`config.mk`:
```
export PLATFORM = sky130hd
export DESIGN_NAME = der_integer_extractor_top
export DESIGN_NICKNAME = d
export VERILOG_FILES = /design/src/hw/rtl/dix_pkg.sv /design/src/hw/rtl/dix_parser.sv /design/src/hw/rtl/dix_out_fifo.sv /design/src/hw/rtl/der_integer_extractor_top.sv
export SDC_FILE = /design/constraint.sdc
export NUM_CORES = 1
export LEC_CHECK = 0
export ABC_AREA = 1
export BUFFER_PORTS_ARGS = -buffer_cell sky130_fd_sc_hd__buf_4
export CAP_MARGIN = 40
export CORE_MARGIN = 4
export CORE_UTILIZATION = 60
export DETAILED_ROUTE_END_ITERATION = 12
export PLACE_DENSITY = 0.78
export REMOVE_ABC_BUFFERS = 1
export SETUP_SLACK_MARGIN = 0.4
export SYNTH_ARGS = -nofsm -noshare
export SYNTH_HDL_FRONTEND = slang
export SYNTH_HIERARCHICAL = 1
export SYNTH_SLANG_ARGS = --single-unit
```
`constraint.sdc`:
```
create_clock -name clk -period 7.45 [get_ports clk]
set_input_delay 1.49 -clock clk [delete_from_list [all_inputs] [get_ports clk]]
set_output_delay 1.49 -clock clk [all_outputs]
set_load 0.01 [all_outputs]
```
`src/hw/rtl/dix_pkg.sv`:
```
// dix_pkg: types, codes and constants of the DER integer extractor.
// No dependencies; imported by every module of the block.
`timescale 1ns / 1ps

package dix_pkg;

	localparam int LENGTH_BITS_DEF = 32;
	localparam int FIFO_DEPTH      = 4;
	localparam int FIFO_PTR_W      = 2;
	localparam int FIFO_CNT_W      = 3;

	localparam logic [3:0] ELEM_LIMIT_RST = 4'd9;

	localparam logic [7:0] TAG_SEQUENCE = 8'h30;
	localparam logic [7:0] TAG_INTEGER  = 8'h02;
	localparam logic [7:0] LEN_LONG     = 8'h80;
	localparam logic [7:0] LEN_MASK     = 8'h7F;

	localparam logic [1:0] KIND_CONTENT = 2'd0;
	localparam logic [1:0] KIND_EMPTY   = 2'd1;
	localparam logic [1:0] KIND_SUMMARY = 2'd2;

	typedef enum logic [2:0] {
		PH_SEQ_TAG,
		PH_SEQ_LEN,
		PH_SEQ_SKIP,
		PH_SCAN,
		PH_INT_LEN,
		PH_INT_LENBYTES,
		PH_CONTENT
	} phase_t;

	typedef struct packed {
		logic [7:0] data_byte;
		logic       end_of_data;
	} in_item_t;

	typedef struct packed {
		logic [1:0] kind;
		logic [7:0] value_byte;
		logic [3:0] element_index;
		logic       first_of_element;
		logic       last_of_element;
		logic [3:0] element_count;
		logic       last_result;
	} out_item_t;

	// up to two results produced by one input byte
	typedef struct packed {
		logic [1:0] n;
		out_item_t  r0;
		out_item_t  r1;
	} push_t;

endpackage

```
`src/hw/rtl/dix_parser.sv`:
```
// dix_parser: DER walk state and the per-byte step logic.
// Depends on dix_pkg.
`timescale 1ns / 1ps

module dix_parser
	import dix_pkg::*;
#(
	parameter int LENGTH_BITS = LENGTH_BITS_DEF
) (
	input  logic       clk,
	input  logic       arst_n,
	input  logic       step,
	input  in_item_t   item,
	input  logic [3:0] elem_limit,
	output push_t      push
);

	phase_t                 phase_q, phase_n;
	logic [6:0]             skip_q, skip_n;
	logic [6:0]             lbr_q, lbr_n;
	logic [LENGTH_BITS-1:0] cr_q, cr_n;
	logic [3:0]             found_q, found_n;
	logic                   first_q, first_n;

	logic       consumed;
	logic       len_done;
	logic       has_res;
	logic [3:0] count_after;
	out_item_t  res;
	out_item_t  summary;
	logic [7:0] b;

	assign b = item.data_byte;

	// next state
	always_comb begin
		phase_n  = phase_q;
		skip_n   = skip_q;
		lbr_n    = lbr_q;
		cr_n     = cr_q;
		found_n  = found_q;
		first_n  = first_q;
		consumed = 1'b0;
		len_done = 1'b0;
		has_res  = 1'b0;

		// sequence header
		case (phase_q)
			PH_SEQ_TAG: begin
				if (b == TAG_SEQUENCE) begin
					phase_n  = PH_SEQ_LEN;
					consumed = 1'b1;
				end else begin
					phase_n = PH_SCAN;
				end
			end
			PH_SEQ_LEN: begin
				consumed = 1'b1;
				phase_n  = PH_SCAN;
				if ((b & LEN_LONG) != 8'h00) begin
					skip_n = b[6:0];
					if (b[6:0] != 7'd0)
						phase_n = PH_SEQ_SKIP;
				end
			end
			PH_SEQ_SKIP: begin
				consumed = 1'b1;
				skip_n   = skip_q - 7'd1;
				if (skip_n == 7'd0)
					phase_n = PH_SCAN;
			end
			default: ;
		endcase

		if (!consumed) begin
			case (phase_n)
				PH_SCAN: begin
					if (found_q < elem_limit && b == TAG_INTEGER)
						phase_n = PH_INT_LEN;
				end
				PH_INT_LEN: begin
					if ((b & LEN_LONG) != 8'h00) begin
						cr_n  = '0;
						lbr_n = 7'(b & LEN_MASK);
						if (lbr_n == 7'd0)
							len_done = 1'b1;
						else
							phase_n = PH_INT_LENBYTES;
					end else begin
						cr_n     = LENGTH_BITS'(b);
						len_done = 1'b1;
					end
				end
				PH_INT_LENBYTES: begin
					// high length bits fall out of the register
					cr_n  = LENGTH_BITS'({cr_q, b});
					lbr_n = lbr_q - 7'd1;
					if (lbr_n == 7'd0)
						len_done = 1'b1;
				end
				PH_CONTENT: begin
					has_res = 1'b1;
					first_n = 1'b0;
					cr_n    = cr_q - LENGTH_BITS'(1);
					if (cr_n == '0)
						phase_n = PH_SCAN;
				end
				default: phase_n = PH_SCAN;
			endcase
		end

		if (len_done) begin
			found_n = found_q + 4'd1;
			if (cr_n == '0) begin
				has_res = 1'b1;
				phase_n = PH_SCAN;
			end else begin
				first_n = 1'b1;
				phase_n = PH_CONTENT;
			end
		end

		// end of stream: back to reset state
		if (item.end_of_data) begin
			phase_n = PH_SEQ_TAG;
			skip_n  = '0;
			lbr_n   = '0;
			cr_n    = '0;
			found_n = '0;
			first_n = 1'b0;
		end
	end

	// results
	always_comb begin
		count_after = len_done ? found_q + 4'd1 : found_q;

		res = '0;
		if (len_done) begin
			res.kind            = KIND_EMPTY;
			res.element_index   = found_q;
			res.last_of_element = 1'b1;
			res.element_count   = count_after;
		end else begin
			res.kind             = KIND_CONTENT;
			res.value_byte       = b;
			res.element_index    = found_q - 4'd1;
			res.first_of_element = first_q;
			res.last_of_element  = (cr_q == LENGTH_BITS'(1));
			res.element_count    = found_q;
		end

		summary               = '0;
		summary.kind          = KIND_SUMMARY;
		summary.element_count = count_after;
		summary.last_result   = 1'b1;

		push = '0;
		if (has_res && item.end_of_data) begin
			push.n  = 2'd2;
			push.r0 = res;
			push.r1 = summary;
		end else if (has_res) begin
			push.n              = 2'd1;
			push.r0             = res;
			push.r0.last_result = 1'b1;
		end else if (item.end_of_data) begin
			push.n  = 2'd1;
			push.r0 = summary;
		end
		if (!step)
			push.n = 2'd0;
	end

	always_ff @(posedge clk or negedge arst_n) begin
		if (!arst_n) begin
			phase_q <= PH_SEQ_TAG;
			skip_q  <= '0;
			lbr_q   <= '0;
			cr_q    <= '0;
			found_q <= '0;
			first_q <= 1'b0;
		end else if (step) begin
			phase_q <= phase_n;
			skip_q  <= skip_n;
			lbr_q   <= lbr_n;
			cr_q    <= cr_n;
			found_q <= found_n;
			first_q <= first_n;
		end
	end

	a_content_nonzero: assert property (@(posedge clk) disable iff (!arst_n)
		phase_q == PH_CONTENT |-> cr_q != '0)
		else $error("content phase with zero length left");

	a_two_needs_end: assert property (@(posedge clk) disable iff (!arst_n)
		push.n == 2'd2 |-> item.end_of_data && push.r1.kind == KIND_SUMMARY)
		else $error("second result without end of stream");

	a_end_resets: assert property (@(posedge clk) disable iff (!arst_n)
		step && item.end_of_data |=> phase_q == PH_SEQ_TAG && found_q == 4'd0)
		else $error("state not cleared after final byte");

endmodule

```
`src/hw/rtl/dix_out_fifo.sv`:
```
// dix_out_fifo: four-entry result queue, up to two pushes and one pop a cycle.
// Depends on dix_pkg.
`timescale 1ns / 1ps

module dix_out_fifo
	import dix_pkg::*;
(
	input  logic      clk,
	input  logic      arst_n,
	input  push_t     push,
	output logic      space,
	output logic      out_valid,
	input  logic      out_ready,
	output out_item_t out_data
);

	out_item_t             mem [FIFO_DEPTH];
	logic [FIFO_PTR_W-1:0] wr_q, rd_q;
	logic [FIFO_CNT_W-1:0] cnt_q;
	logic                  pop;

	assign out_valid = (cnt_q != '0);
	assign out_data  = mem[rd_q];
	assign pop       = out_valid && out_ready;
	// room for the worst case of two results
	assign space     = (cnt_q <= FIFO_CNT_W'(FIFO_DEPTH - 2));

	always_ff @(posedge clk) begin
		if (push.n != 2'd0)
			mem[wr_q] <= push.r0;
		if (push.n == 2'd2)
			mem[wr_q + FIFO_PTR_W'(1)] <= push.r1;
	end

	always_ff @(posedge clk or negedge arst_n) begin
		if (!arst_n) begin
			wr_q  <= '0;
			rd_q  <= '0;
			cnt_q <= '0;
		end else begin
			wr_q  <= wr_q + FIFO_PTR_W'(push.n);
			rd_q  <= rd_q + FIFO_PTR_W'(pop);
			cnt_q <= cnt_q + FIFO_CNT_W'(push.n) - FIFO_CNT_W'(pop);
		end
	end

	a_no_overflow: assert property (@(posedge clk) disable iff (!arst_n)
		push.n != 2'd0 |-> cnt_q <= FIFO_CNT_W'(FIFO_DEPTH - 2))
		else $error("result queue overflow");

	a_cnt_bound: assert property (@(posedge clk) disable iff (!arst_n)
		cnt_q <= FIFO_CNT_W'(FIFO_DEPTH))
		else $error("result count out of range");

	a_pop_only: assert property (@(posedge clk) disable iff (!arst_n)
		pop && push.n == 2'd0 |=> cnt_q == $past(cnt_q) - FIFO_CNT_W'(1))
		else $error("pop did not lower count");

endmodule

```
`src/hw/rtl/der_integer_extractor_top.sv`:
```
// der_integer_extractor_top: input register, config register, parser, result queue.
// Depends on dix_pkg, dix_parser, dix_out_fifo.
//
//  channel | signals                     | payload
//  in      | in_valid / in_ready         | in_data  (in_item_t)
//  out     | out_valid / out_ready       | out_data (out_item_t)
//  cfg     | cfg_valid / cfg_ready       | cfg_data (element limit, 4 bits)
//
// One byte a cycle enters while the result queue has room; a byte yields zero,
// one or two results, drained one a cycle while out_ready is high; two-result
// bytes are the final byte of a stream that also yields an element result.
// An input byte is held in the input register, its results in the result queue.
// in_ready depends only on registered state (input register valid and queue fill), not on out_ready.
// arst_n clears walk state and queue; the element limit resets to 9.
`timescale 1ns / 1ps

module der_integer_extractor_top
	import dix_pkg::*;
#(
	parameter int LENGTH_BITS = LENGTH_BITS_DEF
) (
	input  logic       clk,
	input  logic       arst_n,
	input  logic       in_valid,
	output logic       in_ready,
	input  in_item_t   in_data,
	output logic       out_valid,
	input  logic       out_ready,
	output out_item_t  out_data,
	input  logic       cfg_valid,
	output logic       cfg_ready,
	input  logic [3:0] cfg_data
);

	in_item_t   item_s1;
	logic       valid_s1;
	logic [3:0] elem_limit_q;
	logic       space;
	logic       step;
	push_t      push;

	assign cfg_ready = 1'b1;
	assign step      = valid_s1 && space;
	assign in_ready  = !valid_s1 || space;

	always_ff @(posedge clk or negedge arst_n) begin
		if (!arst_n)
			elem_limit_q <= ELEM_LIMIT_RST;
		else if (cfg_valid && cfg_ready)
			elem_limit_q <= cfg_data;
	end

	always_ff @(posedge clk or negedge arst_n) begin
		if (!arst_n)
			valid_s1 <= 1'b0;
		else if (in_ready)
			valid_s1 <= in_valid;
	end

	always_ff @(posedge clk) begin
		if (in_valid && in_ready)
			item_s1 <= in_data;
	end

	dix_parser #(
		.LENGTH_BITS(LENGTH_BITS)
	) u_parser (
		.clk       (clk),
		.arst_n    (arst_n),
		.step      (step),
		.item      (item_s1),
		.elem_limit(elem_limit_q),
		.push      (push)
	);

	dix_out_fifo u_fifo (
		.clk      (clk),
		.arst_n   (arst_n),
		.push     (push),
		.space    (space),
		.out_valid(out_valid),
		.out_ready(out_ready),
		.out_data (out_data)
	);

endmodule
```
==> out/metrics.yaml, run 1 <==
synthesis:
  synth_area_leaders: "edfxtp_1 (26%), dfrtp_1 (15%), nand2_1 (12%)"
  synth_cell_types: 50
  yosysMostFrequentCell: "nand2_1"
  synth_edf_count: 93
  syn_inst: 1386
  ys_warn_count: 6
  synthesis.area_mm2: 0.01061
  synth_top_area_share_pct: 26.33
  ys_top_cells_by_count: "nand2_1 (343), nor2_1 (173), inv_1 (143), o21ai_0 (141), edfxtp_1 (93)"
  avgSynthCellArea_um2: 7.653
  synth_ff_type: "edfxtp_1"
  async_reset_ff_share_pct: 41.51
  synth-seq-cells: 159
  yosysTopAreaCell: "edfxtp_1"
  seq_area_frac_synth_pct: 41.92
die:
  ios: 42
  fp.dieW_um: 141.0
  coreArea_mm2: 0.01730
  rows: 48
  start_util_pct: 61.33
  dieHeight_um: 141.0
  die-area_mm2: 0.01987
clock_tree:
  cts_tree: "done"
  worstSkewPairLatency_ns: 0.43
  cts_sinks: 159
  cts.reportedPaths.clkPinSlew_ns: 0.07
  cts-root-buf: "clkbuf_16"
  clock_path_buffers: 2
  cts-hold-fix-buffers: 0
  post_cts.repair.setup_buffers: 0
  htree_levels: 4
  cts_resized: 0
  cts_buffers: 17
timing:
  max_freq_mhz: 213.5
  min_period_ns: 4.684
  setup_violations: 0
  post-route-period-util_pct: 62.88
  rsz0062_at_grt: "no"
  drv_slew: 0
  max-slew-margin-rel_pct: 41.63
  finalClockSkew_ns: 0.01482
  worst_pin_slew_ns: 0.8756
  finalHoldViolations: 0
  setup_tns_ns: 0
route:
  drc: 0
  vias: 9263
  dr.pass1.iters: 7
  ant_nets: 0
  wire_per_inst_um: 16.20
  routed_wl_um: 26520
  first_iter_violations: 999
  via_per_inst: 5.659
global_routing:
  antenna_found_initial: 0
  grt_overflow: 0
  grt_max_degree: 56
  grt_first_pass_wirelength_um: 43630
  first_global_vias: 8775
  track_usage_pct: 27.26
power_and_ir_drop:
  power.leakage_nw: 5.275
  peakVddDrop_uv: 266.1
  power_density_mw_per_mm2: 277.1
status:
  outcome: "finished, final reports clean"
critical_path:
  path_max_fanout: 43
  worst-setup-path-type: "register to register"
  crit_required_ns: 7.58
  worstPathArrival_ns: 4.82
  worst_setup_path_end_kind: "register"
  cp-start-kind: "register"
worst_hold_path:
  hold_path.class: "register to register"
final_layout:
  area_growth_pct: 9.070
  drive_gt1_share_pct: 14.24
  num_antenna_cells: 0
  num-nets-final: 1435
  final_area_mm2: 0.01157
placed_design:
  dp_hpwl_um: 18580
  dpl_cell_area_mm2: 0.01092
  routabilityCongestion: 0.9639
  portBuffers: 40
job:
  drv_cap: 0
[layer usage]
layer | vias up | part of all wire [%] | track usage (%)
li1 | 4575 | - | -
met1 | 4226 | 42 | 36.42
met2 | 406 | 48 | 45.11
met3 | 56 | 7.2 | 4.478
met4 | 0 | 2.4 | 9.944
met5 | - | 0 | 0
[path summary, 6_finish.rpt]
path,slack [ns],end,start,depth (start not counted)
worst min register to register,0.48,elem_limit_q[3],elem_limit_q[3],2
min in group asynchronous,0.90,u_parser/cr_q[21],arst_n,1
max in group asynchronous,5.96,elem_limit_q[3],arst_n,2
worst max-delay path,2.77,u_fifo/mem[3][15],u_parser/cr_q[0],19
worst max register to register,2.77,u_fifo/mem[3][15],u_parser/cr_q[0],19
worst min-delay path,0.48,elem_limit_q[3],elem_limit_q[3],2
[layout by cell type (no fill, tap or decap), types with 3 or more instances in the layout]
cell type / count
nand2_1: 343
nor2_1: 172
inv_1: 143
o21ai_0: 140
edfxtp_1: 93
nand3_1: 87
dfrtp_1: 64
buf_4: 44
o21ai_2: 44
o21ai_1: 29
nand4_1: 26
inv_2: 21
clkbuf_16: 19
ha_1: 17
conb_1: 16
a21oi_1: 15
xor2_1: 14
nor2_2: 13
nand3_2: 12
o22ai_1: 12
nor3_1: 8
nand2_4: 7
nor2_4: 7
nand3b_1: 7
nand2_2: 6
bufinv_16: 3
o31ai_4: 3
buf_8: 3
nor4_1: 3
a22oi_1: 3
[kinds of logic (layout without fill, tap and decap cells)]
| group | count (synthesis) | count (layout) | share of synthesized area [%] |
|---|---|---|---|
| simple gates | 698 | 698 | 29.75 |
| compound gates | 258 | 258 | 14.28 |
| buf+inv | 235 | 247 | 10.45 |
| flops | 159 | 159 | 41.92 |
| fa+ha+maj | 18 | 18 | 2.194 |
| xor+xnor | 15 | 15 | 1.239 |
| other cells | 2 | 16 | 0.07080 |
| mux | 1 | 1 | 0.09437 |
[final cells by class]
class | instances | area [µm²]
timing repair buffer | 49 | 414.1
clock buffer | 23 | 510.5
inverter | 166 | 623.1
clock inverter | 9 | 141.4
fill | 1436 | 5727
tap | 225 | 281.5
sequential | 159 | 4447
multi-input combinational | 1006 | 5152
[metrics by stage]
step,setup WS [ns],utilization [%],std cells,hold slack (ns),total power [mW]
finish,2.766,66.89,1637,0.4765,3.207
global route,2.450,66.89,1637,0.5025,3.408
CTS,2.821,66.89,1637,0.4754,3.207
detailed placement,2.850,63.12,1605,0.4626,2.256
global placement,2.838,62.64,1600,0.4574,2.215
floorplan,2.702,-,1331,0.4419,1.831
[registers in the layout (all words and copies together), names as in the netlist]
register          cells
u_parser/lbr_q        7
u_fifo/mem           84
item_s1               9
u_fifo/cnt_q          3
elem_limit_q          4
u_parser/found_q      4
valid_s1              1
u_fifo/rd_q           2
u_fifo/wr_q           2
u_parser/phase_q      3
u_parser/skip_q       7
u_parser/first_q      1
u_parser/cr_q        32
[where the power goes]
part	internal, mW	switching, mW
logic	0.380	0.722
registers	1.05	0.0954
clock network	0.591	0.365
[worst max-delay path, cell delays in order, from the launching register on]
cell and delay, ns:
dfrtp_1 0.43, inv_1 0.24, ha_1 0.42, nand2_4 0.14, nor2_4 0.19, nand3_1 0.11, nand3_1 0.10, nand3b_1 0.16
nor2_1 0.14, nand2_1 0.07, nor2_1 0.31, nand4_4 0.20, nand2_1 0.15, ha_1 0.29, nand2_1 0.09, inv_1 0.13
nor2_8 0.21, nand2_4 0.34, o21ai_2 0.41, buf_8 0.24
Power figures use the tool's default switching activity.
==> inputs of run 2 (changes only) <==
--- a/config.mk
+++ b/config.mk
@@ -9,9 +9,9 @@
 export BUFFER_PORTS_ARGS = -buffer_cell sky130_fd_sc_hd__buf_4
 export CAP_MARGIN = 40
 export CORE_MARGIN = 4
-export CORE_UTILIZATION = 60
+export CORE_UTILIZATION = 57
 export DETAILED_ROUTE_END_ITERATION = 12
-export PLACE_DENSITY = 0.78
+export PLACE_DENSITY = 0.77
 export REMOVE_ABC_BUFFERS = 1
 export SETUP_SLACK_MARGIN = 0.4
 export SYNTH_ARGS = -nofsm -noshare
==> constraint.sdc (replaced) <==
create_clock -name clk -period 4.3 [get_ports clk]
set_input_delay 0.86 -clock clk [delete_from_list [all_inputs] [get_ports clk]]
set_output_delay 0.86 -clock clk [all_outputs]
set_load 0.01 [all_outputs]
==> run 2 against run 1 <==
  * Via count up 1.6%
  * Non-clock buffer count increased by 28
  * First-iteration DRC count is 8.5% lower
  * Die area is 5.0% higher
  * Fmax rose by 27%
  * Flip-flop and latch count is the same
  * Register-to-register slack worse by 2.2 ns
  * Clock skew fell by 0.0065 ns
  * Clock power grew 56%
  * Cell count rose by 2.0%
  * Combinational power is 82% higher
  * Count of clock-buffer cells in the layout shrank 3
  * Critical endpoint is now u_fifo/mem[3][16]
==> out/metrics.yaml, run 2 (synthesized netlist as in run 1, its figures left out) <==
route:
  ant_nets: 0  # unchanged
  dr.pass1.iters: 6  # -1
  wl_met1_um: 11370  # +1.4%
  drc: 0  # unchanged
  via_per_inst: 5.638  # -0.37%
  routed_wl_um: 26880  # +1.3%
  first_iter_violations: 914  # -8.5%
  vias: 9415  # +1.6%
  dr_wl_met2_um: 12860  # +0.52%
  wire_per_inst_um: 16.09  # -0.66%
  dr.max_layer_used: "met4"
  wl_met3_um: 1886  # -0.58%
global_routing:
  grt_first_pass_wirelength_um: 43020  # -1.4%
  track_usage_pct: 25.99  # -1.3 points
  antenna_found_initial: 0  # unchanged
  grt_max_degree: 64  # +14%
  grt_overflow: 0  # unchanged
  first_global_vias: 8823  # +0.55%
placed_design:
  dp_hpwl_um: 18710  # +0.74%
  portBuffers: 40  # unchanged
  pre_cts_ws_ns: 0.1825  # -2.668 ns
  routabilityCongestion: 0.9316  # -3.4%
  dpl_cell_area_mm2: 0.01109  # +1.6%
timing:
  rsz0062_at_grt: "yes"
  finalHoldViolations: 0  # unchanged
  setup_tns_ns: 0  # unchanged
  setup_violations: 0  # unchanged
  post-route-period-util_pct: 85.92  # +23 points
  setup_ws_ns: 0.6056  # -2.160 ns
  max_freq_mhz: 270.7  # +27%
  worst_pin_slew_ns: 0.8415  # -0.03411 ns
  drv_slew: 0  # unchanged
  max-slew-margin-rel_pct: 43.90  # +2.3 points
  finalClockSkew_ns: 0.008354  # -0.006468 ns
  min_period_ns: 3.694  # -0.9899 ns
die:
  rows: 49  # +2.1%
  ios: 42  # unchanged
  dieHeight_um: 144.4  # +2.5%
  fp.dieW_um: 144.4  # +2.5%
  die-area_mm2: 0.02086  # +5.0%
  start_util_pct: 58.45  # -2.9 points
  coreArea_mm2: 0.01815  # +4.9%
critical_path:
  cp-start-kind: "register"
  worst_setup_path_end_kind: "register"
  worstPathArrival_ns: 3.85  # -0.97 ns
  path_max_fanout: 16  # -63%
  crit_required_ns: 4.45  # -3.13 ns
  worst-setup-path-type: "register to register"
final_layout:
  num-nets-final: 1464  # +2.0%
  layout_common_cells: "nand2_1 (341), nor2_1 (162), inv_1 (140)"
  largest-register: "u_fifo/mem"
  mostFrequentLayoutCell: "nand2_1"
  multi_input_area_mm2: 0.005275  # +2.4%
  final_area_mm2: 0.01190  # +2.9%
  area_growth_pct: 12.18
  regArea_mm2: 0.004454  # +0.17%
  largest_register_ffs: 84  # unchanged
  top_regs: "u_fifo/mem x84, u_parser/cr_q x32, item_s1 x9"
  drive_gt1_share_pct: 17.42  # +3.2 points
  num_antenna_cells: 0  # unchanged
  n_fill_cell: 1440  # +0.28%
clock_tree:
  cts-hold-fix-buffers: 0  # unchanged
  htree_levels: 4  # unchanged
  cts.reportedPaths.clkPinSlew_ns: 0.06  # about the same
  cts_sinks: 159  # unchanged
  cts_buffers: 17  # unchanged
  worstSkewPairLatency_ns: 0.43  # about the same
  clock_path_buffers: 2  # unchanged
  cts-root-buf: "clkbuf_16"
  cts_tree: "done"
status:
  outcome: "finished, final reports clean"
worst_hold_path:
  hold_path.class: "primary input to async pin"
power_and_ir_drop:
  seqPwrFrac_pct: 36.2  # +0.4 points
  power_density_mw_per_mm2: 459.9  # +66%
  p_sw_share_pct: 38.09  # +1.2 points
  peakVddDrop_uv: 325.2  # +22%
  intPower_mw: 3.388  # +67%
  clockPowerShare_pct: 27.3  # -2.5 points
  combPwrFrac_pct: 36.5  # +2.1 points
  power.leakage_nw: 5.396  # +2.3%
  p_switching_mw: 2.085  # +76%
job:
  drv_cap: 0  # unchanged
[run 2: path summary, 6_finish.rpt]
check / from / endpoint / slack (ns) / cells after the start
worst max-delay path: u_parser/cr_q[2] / u_fifo/mem[3][16] / 0.61 / 21
worst min-delay path: arst_n / u_fifo/rd_q[0] / 0.22 / 1
worst max register to register: u_parser/cr_q[2] / u_fifo/mem[3][16] / 0.61 / 21
worst min register to register: u_fifo/rd_q[1] / u_fifo/rd_q[1] / 0.48 / 2
max in group asynchronous: arst_n / u_parser/cr_q[2] / 3.53 / 2
min in group clk: u_fifo/rd_q[1] / u_fifo/rd_q[1] / 0.48 / 2
[run 2: power groups by stage]
stage	logic (mW)	registers (mW)	clock network (mW)
global route	2.24	2.00	1.58
detailed placement	1.92	2.01	0
floorplan	1.17	2.00	0
finish	2.00	1.98	1.49
CTS	1.96	1.98	1.51
global placement	1.87	2.00	0
[run 2: per-stage QoR]
step / hold slack (ns) / cells / power, mW / util (%)
CTS: 0.2108 / 1662 / 5.448 / 64.57
finish: 0.2234 / 1670 / 5.473 / 65.58
detailed placement: 0.4599 / 1627 / 3.930 / 61.11
global placement: 0.4562 / 1625 / 3.875 / 60.87
global route: 0.2107 / 1670 / 5.828 / 65.58
floorplan: 0.4419 / 1331 / 3.173 / -
[run 2: worst max-delay path, stage by stage (launching register included)]
cell       delay [ns]
dfrtp_2          0.47
nor2_4           0.19
nand2_1          0.09
nor2_2           0.19
nand2_2          0.12
nor2_1           0.12
nand2_1          0.07
nand3_1          0.09
nand3_1          0.09
nor2_1           0.13
nand2_1          0.13
nor2_4           0.20
nand4_4          0.10
nand2_2          0.11
ha_1             0.28
nand2_1          0.09
inv_1            0.07
buf_4            0.16
nor2_8           0.21
nand2_8          0.16
o21ai_4          0.14
clkbuf_16        0.21
[run 2: per-layer routing]
layer,vias up,global-route usage (%)
li1,4641,-
met1,4307,33.85
met2,389,43.89
met3,78,4.266
met4,0,9.475
met5,-,0
[run 2: repair_timing]
item | CTS | global route
gates resized for setup | 6 | 37
setup buffers | 3 | 6
cloned | 0 | 2
pin swaps | 1 | 5
endpoints found under the setup margin | 134 | 167
[run 2: cell type report]
type                    count  area share (%)
clock buffers              20           3.669
clock inverters            12           1.136
inverters                 166           5.278
multi-input cells        1007           44.33
flip-flops and latches    159           37.43
well taps                 229           2.408
repair buffers             77           5.751
==> inputs of run 3 (changes only) <==
--- a/config.mk
+++ b/config.mk
@@ -8,6 +8,7 @@
 export ABC_AREA = 1
 export BUFFER_PORTS_ARGS = -buffer_cell sky130_fd_sc_hd__buf_4
 export CAP_MARGIN = 40
+export CORE_ASPECT_RATIO = 1.75
 export CORE_MARGIN = 4
 export CORE_UTILIZATION = 57
 export DETAILED_ROUTE_END_ITERATION = 12
==> run 3 against run 2 <==
  * Cell count about the same
  * Hold slack improved by 0.093 ns
  * Combinational power barely moved
  * Count of clock-buffer cells in the layout unchanged
  * Global-route usage increased by 1.0 points
  * Critical path type unchanged
  * Critical endpoint is now u_fifo/cnt_q[2]
  * Largest cell class unchanged
==> out/metrics.yaml, run 3 (synthesized netlist as in run 1, its figures left out) <==
critical_path:
  path_max_fanout: 6  # -10
  worst_setup_path_end_kind: "register"
  cp-start-kind: "register"
  worst-setup-path-type: "register to register"
  worstPathArrival_ns: 4.02  # +0.17 ns
  crit_required_ns: 4.61  # +0.16 ns
route:
  wl_met3_um: 1552  # -18%
  wl_met1_um: 9339  # -18%
  routed_wl_um: 28080  # +4.5%
  wire_per_inst_um: 16.80  # +4.4%
  drc: 0  # unchanged
  ant_nets: 0  # unchanged
  dr.max_layer_used: "met4"
  vias: 9539  # +1.3%
  dr.pass1.iters: 6  # unchanged
  via_per_inst: 5.709  # +1.3%
  dr_wl_met2_um: 15400  # +20%
  first_iter_violations: 605  # -34%
placed_design:
  routabilityCongestion: 1.010  # +8.5%
  dpl.cell_count: 1631  # +0.25%
  dp_hpwl_um: 20510  # +9.6%
  portBuffers: 40  # unchanged
global_routing:
  grt_overflow: 0  # unchanged
  first_global_vias: 9473  # +7.4%
  grt_max_degree: 49  # -23%
  antenna_found_initial: 0  # unchanged
  track_usage_pct: 27.00  # +1.0 points
  grt_first_pass_wirelength_um: 45430  # +5.6%
die:
  ios: 42  # unchanged
  die-area_mm2: 0.02094  # +0.41%
  fp.dieW_um: 111.1  # -23%
  rows: 65  # +33%
  start_util_pct: 58.49  # about the same
  coreArea_mm2: 0.01814  # about the same
  dieHeight_um: 188.5  # +30%
clock_tree:
  cts-root-buf: "clkbuf_16"
  htree_levels: 4  # unchanged
  worstSkewPairLatency_ns: 0.43  # about the same
  clock_path_buffers: 2  # unchanged
  cts.reportedPaths.clkPinSlew_ns: 0.07  # about the same
  cts_buffers: 17  # unchanged
  cts_tree: "done"
  cts_sinks: 159  # unchanged
power_and_ir_drop:
  clockPowerShare_pct: 27.1  # -0.2 points
  p_sw_share_pct: 37.87  # -0.22 points
  intPower_mw: 3.377  # -0.33%
  power_density_mw_per_mm2: 458.5  # -0.32%
  power.leakage_nw: 5.395  # about the same
  p_switching_mw: 2.059  # -1.2%
  peakVddDrop_uv: 306.7  # -5.7%
  combPwrFrac_pct: 36.2  # -0.3 points
  seqPwrFrac_pct: 36.6  # +0.4 points
final_layout:
  mostFrequentLayoutCell: "nand2_1"
  num-nets-final: 1460  # -0.27%
  area_growth_pct: 11.78
  drive_gt1_share_pct: 17.75  # +0.33 points
  num_antenna_cells: 0  # unchanged
  fin_util_pct: 65.38  # -0.19 points
  fin_cells: 1671  # +0.060%
  largest-register: "u_fifo/mem"
  n_fill_cell: 1540  # +6.9%
  top_regs: "u_fifo/mem x84, u_parser/cr_q x32, item_s1 x9"
  layout_common_cells: "nand2_1 (339), nor2_1 (162), o21ai_0 (140)"
  largest_register_ffs: 84  # unchanged
timing:
  min_period_ns: 3.705  # +0.01056 ns
  finalClockSkew_ns: 0.01187  # +0.003518 ns
  max_freq_mhz: 269.9  # -0.28%
  holdWs_ns: 0.3165  # +0.09309 ns
  drv_slew: 0  # unchanged
  post-route-period-util_pct: 86.16  # +0.25 points
  finalHoldViolations: 0  # unchanged
  worst_pin_slew_ns: 0.8307  # -0.01081 ns
  max-slew-margin-rel_pct: 44.62  # +0.72 points
  rsz0062_at_grt: "no"
  setup_violations: 0  # unchanged
status:
  outcome: "finished, final reports clean"
job:
  drv_cap: 0  # unchanged
worst_hold_path:
  hold_path.class: "primary input to async pin"
## run 3: cell types whose count changed in the layout (fill, tap and decap cells not counted), sizes merged
cell	previous run	this run
nor2	195	194
clkbuf	21	20
inv	167	166
clkinv	8	6
clkinvlp	1	4
buf	76	74
## run 3: layout make-up
class                      count  area, µm²  area share, %
clock buffer                  20      436.7          3.683
clock inverter                12      136.4          1.150
inverter                     166      630.6          5.318
multi-input combinational   1006       5260          44.36
sequential                   159       4456          37.58
tap                          234      292.8          2.469
timing repair buffer          74      645.6          5.445
## run 3: worst paths after layout
path                                  start                 to  slack [ns]  cells after the start
min in group clk            elem_limit_q[3]    elem_limit_q[3]        0.47                      2
setup / recovery           u_parser/cr_q[1]    u_fifo/cnt_q[2]        0.60                     22
hold / removal                       arst_n  u_parser/lbr_q[5]        0.32                      1
hold reg to reg             elem_limit_q[3]    elem_limit_q[3]        0.47                      2
setup reg to reg           u_parser/cr_q[1]    u_fifo/cnt_q[2]        0.60                     22
max in group asynchronous            arst_n    elem_limit_q[0]        3.38                      2
## run 3: metal layers
layer  track usage [%]  vias to the layer above
met1             26.33                     4394
met5                 0                        -
met4             18.69                        0
met3             4.210                      129
li1                  -                     4603
met2             51.15                      413
## run 3: worst max-delay path: stages, from the launching register on
cell      delay, ns
dfrtp_2        0.46
inv_4          0.11
ha_4           0.19
nand2_4        0.10
nor2_4         0.19
nand2_1        0.10
nand3_1        0.11
nand3b_1       0.15
nor2_1         0.14
nand2_1        0.15
nor3_4         0.21
nand4_4        0.14
nand2_2        0.10
ha_1           0.19
nand2_1        0.08
inv_2          0.09
inv_2          0.07
ha_1           0.32
fa_2           0.41
xnor2_2        0.14
inv_1          0.05
nand2_1        0.05
nand2_1        0.04
## run 3: power groups by stage
| stage | Clock [mW] | Sequential, mW | Combinational [mW] |
|---|---|---|---|
| 2_1_floorplan | 0 | 2.00 | 1.17 |
| 3_3_place_gp | 0 | 2.01 | 1.87 |
| 3_5_place_dp | 0 | 2.01 | 1.93 |
| 4_1_cts | 1.50 | 1.99 | 1.94 |
| 5_1_grt | 1.57 | 2.01 | 2.22 |
| 6_report | 1.47 | 1.99 | 1.97 |
## run 3: what timing repair did
item / 4_1_cts / 5_1_grt
endpoints found under the setup margin: 106 / 163
cloned: 0 / 0
hold buffers: 0 / 0
resized for setup: 13 / 30
buffers inserted: 2 / 6
pin swaps: 4 / 7
## run 3: metrics by stage
step | TNS [ns] | worst slack (ns) | cell area (µm²) | total power [mW]
floorplan | -35.33 | -0.4476 | 10170 | 3.173
global placement | 0 | 0.2515 | 11050 | 3.876
detailed placement | 0 | 0.1801 | 11090 | 3.942
CTS | 0 | 0.4010 | 11710 | 5.426
global route | 0 | 0.3721 | 11860 | 5.797
finish | 0 | 0.5950 | 11860 | 5.436
